File: src/rtl/core/slf_pkg.sv
// Shared types, constants and helpers for the status LED breathing fader.
// No dependencies; every other file in rtl/core but the assertion header refers to it by scoped names.
package slf_pkg;

    // Width of the wrapping time base the fade timer works in.
    localparam int TIME_BITS  = 32;
    localparam int NOW_W      = 32;
    localparam int STAMP_W    = (TIME_BITS < NOW_W) ? TIME_BITS : NOW_W;
    // With a time base wider than the input stamp a negative difference never wraps small.
    localparam bit TIME_WIDE  = (TIME_BITS > NOW_W);

    localparam int MODE_W     = 3;
    localparam int PREV_W     = MODE_W + 1;
    localparam int LEVEL_W    = 8;
    localparam int INTERVAL_W = 16;
    localparam int CFG_ADDR_W = 2;
    localparam int CFG_DATA_W = 16;

    localparam logic [CFG_ADDR_W-1:0] REG_STEP_INTERVAL = 2'd0;
    localparam logic [CFG_ADDR_W-1:0] REG_NORMAL_STEP   = 2'd1;
    localparam logic [CFG_ADDR_W-1:0] REG_FAST_STEP     = 2'd2;

    localparam logic [INTERVAL_W-1:0] RST_STEP_INTERVAL = 16'd10;
    localparam logic [LEVEL_W-1:0]    RST_NORMAL_STEP   = 8'd5;
    localparam logic [LEVEL_W-1:0]    RST_FAST_STEP     = 8'd15;

    localparam logic [LEVEL_W-1:0] LEVEL_MIN = 8'd0;
    localparam logic [LEVEL_W-1:0] LEVEL_MAX = 8'd255;
    // Previous-mode code that no input mode can match.
    localparam logic [PREV_W-1:0]  NO_MODE   = 4'd8;

    typedef enum logic [MODE_W-1:0] {
        MODE_SYNC       = 3'd0,
        MODE_AP         = 3'd1,
        MODE_CONNECTING = 3'd2,
        MODE_CONNECTED  = 3'd3,
        MODE_ERROR      = 3'd4,
        MODE_CHECK      = 3'd5,
        MODE_UPDATE     = 3'd6,
        MODE_OFF        = 3'd7
    } t_mode;

    typedef struct packed {
        logic [INTERVAL_W-1:0] step_interval_ms;
        logic [LEVEL_W-1:0]    normal_step;
        logic [LEVEL_W-1:0]    fast_step;
    } t_cfg;

    function automatic logic is_fading(input t_mode mode);
        logic fade;
        fade = (mode == MODE_SYNC) || (mode == MODE_CONNECTING) || (mode == MODE_ERROR) ||
               (mode == MODE_CHECK) || (mode == MODE_UPDATE);
        return fade;
    endfunction

endpackage

File: src/rtl/core/slf_if.sv
// Valid/ready channel interfaces of the status LED breathing fader.
// Depends on slf_pkg for field widths.
interface slf_item_if;
    logic                         valid;
    logic                         ready;
    logic [slf_pkg::MODE_W-1:0]   mode;
    logic [slf_pkg::NOW_W-1:0]    now_ms;
    logic                         safe_mode;

    modport source (output valid, output mode, output now_ms, output safe_mode, input ready);
    modport sink   (input valid, input mode, input now_ms, input safe_mode, output ready);
endinterface

interface slf_rgb_if;
    logic                         valid;
    logic                         ready;
    logic [slf_pkg::LEVEL_W-1:0]  red;
    logic [slf_pkg::LEVEL_W-1:0]  green;
    logic [slf_pkg::LEVEL_W-1:0]  blue;

    modport source (output valid, output red, output green, output blue, input ready);
    modport sink   (input valid, input red, input green, input blue, output ready);
endinterface

interface slf_cfg_if;
    logic                           valid;
    logic                           ready;
    logic [slf_pkg::CFG_ADDR_W-1:0] addr;
    logic [slf_pkg::CFG_DATA_W-1:0] data;

    modport source (output valid, output addr, output data, input ready);
    modport sink   (input valid, input addr, input data, output ready);
endinterface

File: src/rtl/core/slf_cfg_regs.sv
// Configuration register file: step interval, normal step and fast step.
// Depends on slf_pkg and slf_cfg_if.
module slf_cfg_regs (
    input  logic             i_clk,
    input  logic             i_rst_n,
    slf_cfg_if.sink          i_cfg,
    output slf_pkg::t_cfg    o_cfg
);

    slf_pkg::t_cfg r_cfg;

    assign i_cfg.ready = 1'b1;
    assign o_cfg       = r_cfg;

    always_ff @(posedge i_clk) begin
        if (!i_rst_n) begin
            r_cfg.step_interval_ms <= slf_pkg::RST_STEP_INTERVAL;
            r_cfg.normal_step      <= slf_pkg::RST_NORMAL_STEP;
            r_cfg.fast_step        <= slf_pkg::RST_FAST_STEP;
        end else if (i_cfg.valid) begin
            unique case (i_cfg.addr)
                slf_pkg::REG_STEP_INTERVAL: begin
                    r_cfg.step_interval_ms <= i_cfg.data[slf_pkg::INTERVAL_W-1:0];
                end
                slf_pkg::REG_NORMAL_STEP: begin
                    r_cfg.normal_step <= i_cfg.data[slf_pkg::LEVEL_W-1:0];
                end
                slf_pkg::REG_FAST_STEP: begin
                    r_cfg.fast_step <= i_cfg.data[slf_pkg::LEVEL_W-1:0];
                end
                default: begin
                    // unmapped index: drop the write
                end
            endcase
        end
    end

endmodule

File: src/rtl/core/slf_fade_core.sv
// Fade state (level, direction, step time, last mode) and the colour decode.
// Computes the next state and RGB triple of one item combinationally. Depends on slf_pkg.
module slf_fade_core (
    input  logic                          i_clk,
    input  logic                          i_rst_n,
    input  logic                          i_commit,
    input  logic [slf_pkg::MODE_W-1:0]    i_mode,
    input  logic [slf_pkg::STAMP_W-1:0]   i_now,
    input  slf_pkg::t_cfg                 i_cfg,
    output logic [slf_pkg::LEVEL_W-1:0]   o_red,
    output logic [slf_pkg::LEVEL_W-1:0]   o_green,
    output logic [slf_pkg::LEVEL_W-1:0]   o_blue
);

    logic [slf_pkg::LEVEL_W-1:0] r_level;
    logic                        r_rising;
    logic [slf_pkg::STAMP_W-1:0] r_last;
    logic [slf_pkg::PREV_W-1:0]  r_prev_mode;

    logic [slf_pkg::LEVEL_W-1:0] n_level;
    logic                        n_rising;
    logic [slf_pkg::STAMP_W-1:0] n_last;

    slf_pkg::t_mode              mode;
    logic                        mode_change;
    logic [slf_pkg::LEVEL_W-1:0] base_level;
    logic                        base_rising;
    logic [slf_pkg::STAMP_W-1:0] base_last;
    logic [slf_pkg::STAMP_W:0]   diff;
    logic                        elapsed_ok;
    logic                        step_en;
    logic [slf_pkg::LEVEL_W-1:0] step;
    logic [slf_pkg::LEVEL_W:0]   rise_sum;

    always_comb begin
        mode        = slf_pkg::t_mode'(i_mode);
        mode_change = (r_prev_mode != {1'b0, i_mode});
        // A new mode restarts the fade from zero, rising, timed from now.
        base_level  = mode_change ? slf_pkg::LEVEL_MIN : r_level;
        base_rising = mode_change ? 1'b1 : r_rising;
        base_last   = mode_change ? i_now : r_last;

        diff       = {1'b0, i_now} - {1'b0, base_last};
        elapsed_ok = (slf_pkg::TIME_WIDE && diff[slf_pkg::STAMP_W]) ||
                     (diff[slf_pkg::STAMP_W-1:0] >=
                      slf_pkg::STAMP_W'(i_cfg.step_interval_ms));
        step_en    = slf_pkg::is_fading(mode) && elapsed_ok;
        step       = (mode == slf_pkg::MODE_SYNC) ? i_cfg.fast_step : i_cfg.normal_step;
        rise_sum   = {1'b0, base_level} + {1'b0, step};

        n_level  = base_level;
        n_rising = base_rising;
        n_last   = base_last;
        if (step_en) begin
            n_last = i_now;
            // Clamp at either end and reverse.
            if (base_rising) begin
                if (rise_sum >= {1'b0, slf_pkg::LEVEL_MAX}) begin
                    n_level  = slf_pkg::LEVEL_MAX;
                    n_rising = 1'b0;
                end else begin
                    n_level = rise_sum[slf_pkg::LEVEL_W-1:0];
                end
            end else begin
                if (base_level <= step) begin
                    n_level  = slf_pkg::LEVEL_MIN;
                    n_rising = 1'b1;
                end else begin
                    n_level = base_level - step;
                end
            end
        end

        o_red   = '0;
        o_green = '0;
        o_blue  = '0;
        unique case (mode)
            slf_pkg::MODE_SYNC:       o_green = n_level;
            slf_pkg::MODE_AP: begin
                o_red   = slf_pkg::LEVEL_MAX;
                o_green = slf_pkg::LEVEL_MAX;
            end
            slf_pkg::MODE_CONNECTING: o_blue  = n_level;
            slf_pkg::MODE_CONNECTED:  o_green = slf_pkg::LEVEL_MAX;
            slf_pkg::MODE_ERROR:      o_red   = n_level;
            slf_pkg::MODE_CHECK: begin
                o_red  = n_level;
                o_blue = n_level;
            end
            slf_pkg::MODE_UPDATE: begin
                o_red   = n_level;
                o_green = n_level;
                o_blue  = n_level;
            end
            slf_pkg::MODE_OFF: begin
                // stays dark
            end
        endcase
    end

    always_ff @(posedge i_clk) begin
        if (!i_rst_n) begin
            r_level     <= slf_pkg::LEVEL_MIN;
            r_rising    <= 1'b1;
            r_last      <= '0;
            r_prev_mode <= slf_pkg::NO_MODE;
        end else if (i_commit) begin
            r_level     <= n_level;
            r_rising    <= n_rising;
            r_last      <= n_last;
            r_prev_mode <= {1'b0, i_mode};
        end
    end

endmodule

File: src/rtl/core/status_led_breathing_fader.sv
// Top level of the status LED breathing fader: input register, fade core, result register.
// Depends on slf_pkg, slf_if.sv, slf_cfg_regs and slf_fade_core.
//
// Usage:
//   i_item carries one transaction per cycle while i_item.ready is high: mode, now_ms and safe_mode.
//   o_result returns the red/green/blue duty triple of each item that is
//   not in safe mode; safe-mode items are consumed with no result and no
//   change to the fade state.
//   i_cfg writes step_interval_ms (index 0), normal_step (1), fast_step (2);
//   it is always ready and other indexes are ignored. Write it only while idle.
// Path: an accepted item waits in the input register; its result loads into the
//   result register through the fade core once that register is free.
// Throughput: one item per cycle while results are taken; the fade update (time
//   compare, step add and clamp) is combinational between input and result registers.
// Reset: fade level 0, rising, last step time 0, no mode seen, registers at
//   10 / 5 / 15; both pipeline registers empty.
// Stall: while o_result is held, the input register still accepts one more
//   item; once it holds an item that has a result, i_item.ready drops until
//   the result is taken.
module status_led_breathing_fader (
    input  logic        i_clk,
    input  logic        i_rst_n,
    slf_item_if.sink    i_item,
    slf_cfg_if.sink     i_cfg,
    slf_rgb_if.source   o_result
);

    logic                          r_in_valid;
    logic [slf_pkg::MODE_W-1:0]    r_mode;
    logic [slf_pkg::STAMP_W-1:0]   r_now;
    logic                          r_safe;

    logic                          r_out_valid;
    logic [slf_pkg::LEVEL_W-1:0]   r_red;
    logic [slf_pkg::LEVEL_W-1:0]   r_green;
    logic [slf_pkg::LEVEL_W-1:0]   r_blue;

    slf_pkg::t_cfg                 cfg;
    logic                          out_free;
    logic                          advance;
    logic                          commit;
    logic [slf_pkg::LEVEL_W-1:0]   core_red;
    logic [slf_pkg::LEVEL_W-1:0]   core_green;
    logic [slf_pkg::LEVEL_W-1:0]   core_blue;

    assign out_free     = !r_out_valid || o_result.ready;
    // Safe-mode items leave without needing the result register.
    assign advance      = r_in_valid && (r_safe || out_free);
    assign commit       = advance && !r_safe;
    assign i_item.ready = !r_in_valid || advance;

    assign o_result.valid = r_out_valid;
    assign o_result.red   = r_red;
    assign o_result.green = r_green;
    assign o_result.blue  = r_blue;

    slf_cfg_regs u_cfg_regs (
        .i_clk   (i_clk),
        .i_rst_n (i_rst_n),
        .i_cfg   (i_cfg),
        .o_cfg   (cfg)
    );

    slf_fade_core u_fade_core (
        .i_clk    (i_clk),
        .i_rst_n  (i_rst_n),
        .i_commit (commit),
        .i_mode   (r_mode),
        .i_now    (r_now),
        .i_cfg    (cfg),
        .o_red    (core_red),
        .o_green  (core_green),
        .o_blue   (core_blue)
    );

    always_ff @(posedge i_clk) begin
        if (!i_rst_n) begin
            r_in_valid <= 1'b0;
        end else if (i_item.ready) begin
            r_in_valid <= i_item.valid;
        end
    end

    always_ff @(posedge i_clk) begin
        if (i_item.valid && i_item.ready) begin
            r_mode <= i_item.mode;
            r_now  <= i_item.now_ms[slf_pkg::STAMP_W-1:0];
            r_safe <= i_item.safe_mode;
        end
    end

    always_ff @(posedge i_clk) begin
        if (!i_rst_n) begin
            r_out_valid <= 1'b0;
        end else if (commit) begin
            r_out_valid <= 1'b1;
        end else if (o_result.ready) begin
            r_out_valid <= 1'b0;
        end
    end

    always_ff @(posedge i_clk) begin
        if (commit) begin
            r_red   <= core_red;
            r_green <= core_green;
            r_blue  <= core_blue;
        end
    end

endmodule

File: src/flat_wrapper.sv
// flat-port wrapper written by rule: the top's interface ports become plain ports
module status_led_breathing_fader_flat 
  (i_clk, i_rst_n, i_item_valid, i_item_mode, i_item_now_ms, i_item_safe_mode, i_item_ready, i_cfg_valid, i_cfg_addr, i_cfg_data, i_cfg_ready, o_result_valid, o_result_red, o_result_green, o_result_blue, o_result_ready);
  slf_item_if i_item_i ();
  slf_cfg_if i_cfg_i ();
  slf_rgb_if o_result_i ();
  input  logic i_clk;
  input  logic i_rst_n;
  input wire logic [$bits(i_item_i.valid)-1:0] i_item_valid;
  input wire logic [$bits(i_item_i.mode)-1:0] i_item_mode;
  input wire logic [$bits(i_item_i.now_ms)-1:0] i_item_now_ms;
  input wire logic [$bits(i_item_i.safe_mode)-1:0] i_item_safe_mode;
  output wire logic [$bits(i_item_i.ready)-1:0] i_item_ready;
  input wire logic [$bits(i_cfg_i.valid)-1:0] i_cfg_valid;
  input wire logic [$bits(i_cfg_i.addr)-1:0] i_cfg_addr;
  input wire logic [$bits(i_cfg_i.data)-1:0] i_cfg_data;
  output wire logic [$bits(i_cfg_i.ready)-1:0] i_cfg_ready;
  output wire logic [$bits(o_result_i.valid)-1:0] o_result_valid;
  output wire logic [$bits(o_result_i.red)-1:0] o_result_red;
  output wire logic [$bits(o_result_i.green)-1:0] o_result_green;
  output wire logic [$bits(o_result_i.blue)-1:0] o_result_blue;
  input wire logic [$bits(o_result_i.ready)-1:0] o_result_ready;
  assign i_item_i.valid = i_item_valid;
  assign i_item_i.mode = i_item_mode;
  assign i_item_i.now_ms = i_item_now_ms;
  assign i_item_i.safe_mode = i_item_safe_mode;
  assign i_item_ready = i_item_i.ready;
  assign i_cfg_i.valid = i_cfg_valid;
  assign i_cfg_i.addr = i_cfg_addr;
  assign i_cfg_i.data = i_cfg_data;
  assign i_cfg_ready = i_cfg_i.ready;
  assign o_result_valid = o_result_i.valid;
  assign o_result_red = o_result_i.red;
  assign o_result_green = o_result_i.green;
  assign o_result_blue = o_result_i.blue;
  assign o_result_i.ready = o_result_ready;
  status_led_breathing_fader u_core (.i_clk(i_clk), .i_rst_n(i_rst_n), .i_item(i_item_i), .i_cfg(i_cfg_i), .o_result(o_result_i));
endmodule
File: config.mk
export PLATFORM = sky130hd
export DESIGN_NAME = status_led_breathing_fader_flat
export DESIGN_NICKNAME = d
export VERILOG_FILES = /design/src/rtl/core/slf_pkg.sv /design/src/rtl/core/slf_if.sv /design/src/rtl/core/slf_cfg_regs.sv /design/src/rtl/core/slf_fade_core.sv /design/src/rtl/core/status_led_breathing_fader.sv /design/src/flat_wrapper.sv
export SDC_FILE = /design/constraint.sdc
export NUM_CORES = 1
export LEC_CHECK = 0
export BUFFER_PORTS_ARGS = -buffer_cell sky130_fd_sc_hd__clkbuf_2
export CAP_MARGIN = 40
export CORE_ASPECT_RATIO = 1.5
export CORE_UTILIZATION = 35
export DETAILED_ROUTE_END_ITERATION = 8
export PLACE_DENSITY = 0.59
export SYNTH_ARGS = -nofsm -noshare
export SYNTH_HDL_FRONTEND = slang
export SYNTH_SLANG_ARGS = --single-unit
File: constraint.sdc
create_clock -name i_clk -period 8.8 [get_ports i_clk]
set_clock_uncertainty 0.2 [all_clocks]
set_input_delay 1.32 -clock i_clk [delete_from_list [all_inputs] [get_ports i_clk]]
set_output_delay 1.32 -clock i_clk [all_outputs]
set_load 0.05 [all_outputs]
==> impl_metrics.json <==
{
  "layout-area-overhead-vs-synth_pct": 13.26,
  "final_min_period_over_clock_period_pct": 79.26,
  "synth-seq-cells": 139,
  "ant_nets": 0,
  "placement.io_buffers": 84,
  "clkSlewWorstSetupHoldPaths_ns": 0.06,
  "timing.critical_path.from": "u_core.r_mode[2]",
  "power_density_nw_per_um2": 166.8,
  "dieWidth_um": 137.4,
  "grt_overflow": 0,
  "grt_pass1_vias": 8154,
  "top_level_ports": 86,
  "maxSlewViolCount": 0,
  "startpoint_type": "flip-flop",
  "maxCapViolations": 0,
  "hold_viol_final": 0,
  "worst_setup_path_endpoint": "u_core.u_fade_core.r_last[22]",
  "postSynthAreaPerCell_um2": 8.800,
  "globalplace.congestion": 0.9115,
  "cts_hold_buffers": 0,
  "postSynth.asyncResetShare_pct": 0,
  "period_minus_slack_ns": 6.975,
  "grt.total_usage_pct": 20.22,
  "netlist.top_cell.by_area": "sky130_fd_sc_hd__edfxtp_1",
  "yosysWarningCount": 0,
  "die_area_um2": 28190,
  "min-delay-path-class": "flip-flop to flip-flop",
  "critical-path-slowest-cell": "sky130_fd_sc_hd__edfxtp_1",
  "pin_count_of_the_biggest_net_entering_global_routing": 70,
  "htree_levels": 4,
  "wl_mm": 27.60,
  "floorplan.initialDensity_pct": 35.49,
  "max_stage_delay_ns": 0.64,
  "post-cts-setup-buffers": 0,
  "drc": 0,
  "cts-buffers-inserted": 17,
  "dp_hpwl_mm": 21.36,
  "max-vdd-ir-drop_mv": 0.09592,
  "clk_latency_ns": 0.44,
  "gate_count_after_technology_mapping": 1094,
  "crit-reg2reg-capture": "u_core.u_fade_core.r_last[22]",
  "cts_max_path_buffers": 2,
  "filler_cell_count": 2744,
  "antenna_violations_before_repair": 0,
  "totalNegativeSetupSlack_ns": 0,
  "setup.worst_path.class": "flip-flop to flip-flop",
  "fmax_mhz": 143.4,
  "syn_area_um2": 9627,
  "synth_fp_nets": 1208,
  "worstPathRequired_ns": 8.91,
  "r2r_cells": 22,
  "die-height_um": 205.1,
  "worst_slew_pin_slew_ns": 0.8856,
  "crit_chain": "xnor2_2 > and4_4 > o21ai_0 > ha_1 > a41oi_1 > a31o_1 > or2_1 > a32oi_2 > nor2b_1 > xnor2_1 > ha_1 > nor2b_1 > or3_1 > nor4_1 > nand4_1 > nor4b_1 > nand4_1 > nor4b_2 > nand3_1 > o21a_2 > buf_4 > mux2i_1",
  "insertedDiodeCount": 0,
  "final_net_count": 1263,
  "worst_setup_ep_type": "flip-flop",
  "vias_per_cell": 5.502,
  "synth_top_flop_cell": "sky130_fd_sc_hd__dfxtp_1",
  "cts_resized": 0,
  "placeableCoreArea_um2": 27130,
  "synthTopCellsByArea": "sky130_fd_sc_hd__edfxtp_1 19%, sky130_fd_sc_hd__dfxtp_1 16%, sky130_fd_sc_hd__mux2i_1 7.6%",
  "drt-initial-drc-count": 466,
  "cts_tree": "yes",
  "placed_cell_area_um2": 10310,
  "final-seq-area_um2": 3383,
  "seq_area_frac_synth_pct": 35.14,
  "layout.cell_area.non_filler_um2": 10900,
  "avgRoutedWirePerCell_um": 18.35,
  "yosysUniqueCellTypes": 88,
  "share_of_post_route_cells_with_drive_strength_above_1_pct": 14.89,
  "synth_top_area_share_pct": 18.72,
  "row_count": 74,
  "multi_input_comb_area_um2": 5773,
  "timing.slew.headroom_pct": 40.64,
  "unrepaired_setup_endpoints_after_global_routing": "false",
  "run_status": "finished clean",
  "leakagePower_uw": 0.004477,
  "regToRegStartpoint": "u_core.r_mode[2]",
  "data_arrival_time_of_the_critical_path_ns": 7.09,
  "grt_first_pass_wirelength_mm": 43.04,
  "worst-path-max-fanout": 37,
  "setup_violations": 0,
  "clock-root-buffer": "sky130_fd_sc_hd__clkbuf_16",
  "firstDrtPassIters": 5,
  "synth_edf_count": 60,
  "cts.sink_count": 139,
  "r2r_slack_ns": 1.83,
  "via_count": 8275
}
-- cell type report --
class | instances | share of cell area [%]
Clock buffer | 21 | 4.625
Clock inverter | 11 | 0.8148
Inverter | 54 | 1.859
Multi-Input combinational cell | 843 | 52.95
Sequential cell | 139 | 31.03
Tap cell | 342 | 3.925
Timing Repair Buffer | 94 | 4.797
-- sequential cells by signal, summed over array words and instances (netlist names), 4 cells and up --
name	count
u_core.u_fade_core.r_level	8
u_core.o_result.green	8
u_core.u_cfg_regs.o_cfg	32
u_core.o_result.blue	8
u_core.u_fade_core.r_last	32
u_core.u_fade_core.r_prev_mode	4
u_core.r_now	32
u_core.o_result.red	8
-- critical path: cells and delay by family, from the launching register on --
| kind | cells | cell delay (ns) |
|---|---|---|
| flops | 1 | 0.64 |
| simple gates | 11 | 2.85 |
| mux | 1 | 0.17 |
| buf+inv | 1 | 0.35 |
| compound gates | 5 | 1.58 |
| fa+ha+maj | 2 | 0.52 |
| xor+xnor | 2 | 0.49 |
-- where the power goes --
part	internal (µW)	total [µW]	switching [µW]	leakage, µW
clock	419	732	313	0.000299
combinational	138	368	229	0.00296
sequential	701	720	19.3	0.00122
total	1260	1820	561	0.00448
-- synthesized netlist by cell type (all sizes together) (4+ instances only) --
| library cell | number |
|---|---|
| a211o | 6 |
| a211oi | 9 |
| a21boi | 20 |
| a21o | 17 |
| a21oi | 65 |
| a221oi | 4 |
| a31oi | 4 |
| and2 | 12 |
| and3 | 5 |
| buf | 20 |
| clkbuf | 38 |
| dfxtp | 79 |
| edfxtp | 60 |
| ha | 53 |
| inv | 54 |
| mux2 | 19 |
| mux2i | 73 |
| nand2 | 169 |
| nand2b | 19 |
| nand3 | 17 |
| nand4 | 18 |
| nor2 | 58 |
| nor2b | 33 |
| nor3 | 22 |
| nor3b | 4 |
| nor4 | 11 |
| nor4b | 6 |
| o2111ai | 5 |
| o211ai | 9 |
| o21a | 15 |
| o21ai | 45 |
| o21bai | 10 |
| o22ai | 8 |
| o311ai | 4 |
| o31ai | 5 |
| or2 | 7 |
| or3 | 6 |
| xnor2 | 23 |
| xor2 | 7 |
-- worst min path at each step --
| stage | slack [ns] | cells after the start | start | endpoint |
|---|---|---|---|---|
| detailed placement | 0.25 | 2 | u_core.u_fade_core.r_last[23] | u_core.u_fade_core.r_last[23] |
| global route | 0.28 | 2 | u_core.u_fade_core.r_last[23] | u_core.u_fade_core.r_last[23] |
| floorplan | 0.23 | 2 | u_core.u_fade_core.r_last[12] | u_core.u_fade_core.r_last[12] |
| global placement | 0.24 | 2 | u_core.u_fade_core.r_last[23] | u_core.u_fade_core.r_last[23] |
| CTS | 0.26 | 2 | u_core.u_fade_core.r_last[24] | u_core.u_fade_core.r_last[24] |
| finish | 0.26 | 2 | u_core.u_fade_core.r_last[27] | u_core.u_fade_core.r_last[27] |
-- routing by layer --
| metal | up-vias | share of wire, % | global-route usage, % |
|---|---|---|---|
| met5 | - | 0 | 0 |
| met4 | 0 | 6.2 | 13.66 |
| met3 | 89 | 3.0 | 3.019 |
| met2 | 200 | 53 | 37.40 |
| met1 | 3919 | 38 | 20.43 |
| li1 | 4067 | - | - |
-- cells by family after synthesis --
logic type / Yosys count / share of synthesized area (%)
multiplexers: 92 / 9.813
adder cells (fa/ha/maj): 57 / 7.512
XOR/XNOR: 30 / 2.963
buffers and inverters: 112 / 5.082
AND/OR/NAND/NOR: 401 / 20.42
flip-flops: 139 / 35.14
other: 1 / 0.03895
AO/OA/AOI/OAI: 262 / 19.03
-- stage by stage --
stage | hold WS (ns) | power, µW | std cells | utilization (%) | setup WS, ns
finish | 0.2567 | 1819 | 1504 | 40.19 | 1.825
global route | 0.2793 | 1892 | 1504 | 40.19 | 1.389
CTS | 0.2579 | 1833 | 1504 | 40.19 | 1.770
detailed placement | 0.2462 | 1099 | 1472 | 38.00 | 1.813
global placement | 0.2409 | 1096 | 1468 | 37.80 | 1.889
floorplan | 0.2341 | 992.2 | 1094 | - | 2.660
-- cells in the final DEF (no fill, tap or decap), types with 19 or more instances in the layout --
cell / Yosys / final
sky130_fd_sc_hd__o21ai_0: 32 / 32
sky130_fd_sc_hd__nor2b_1: 33 / 32
sky130_fd_sc_hd__nor2_1: 58 / 58
sky130_fd_sc_hd__clkbuf_2: 0 / 83
sky130_fd_sc_hd__a21boi_0: 19 / 19
sky130_fd_sc_hd__dfxtp_1: 79 / 79
sky130_fd_sc_hd__clkbuf_16: 0 / 20
sky130_fd_sc_hd__inv_1: 54 / 54
sky130_fd_sc_hd__xnor2_1: 20 / 20
sky130_fd_sc_hd__a21oi_1: 64 / 64
sky130_fd_sc_hd__nand2_1: 169 / 169
sky130_fd_sc_hd__ha_1: 53 / 53
sky130_fd_sc_hd__nand2b_1: 19 / 19
sky130_fd_sc_hd__edfxtp_1: 60 / 60
sky130_fd_sc_hd__mux2i_1: 73 / 73
sky130_fd_sc_hd__nor3_1: 22 / 21
No activity file was read; power rests on OpenSTA's default activity.
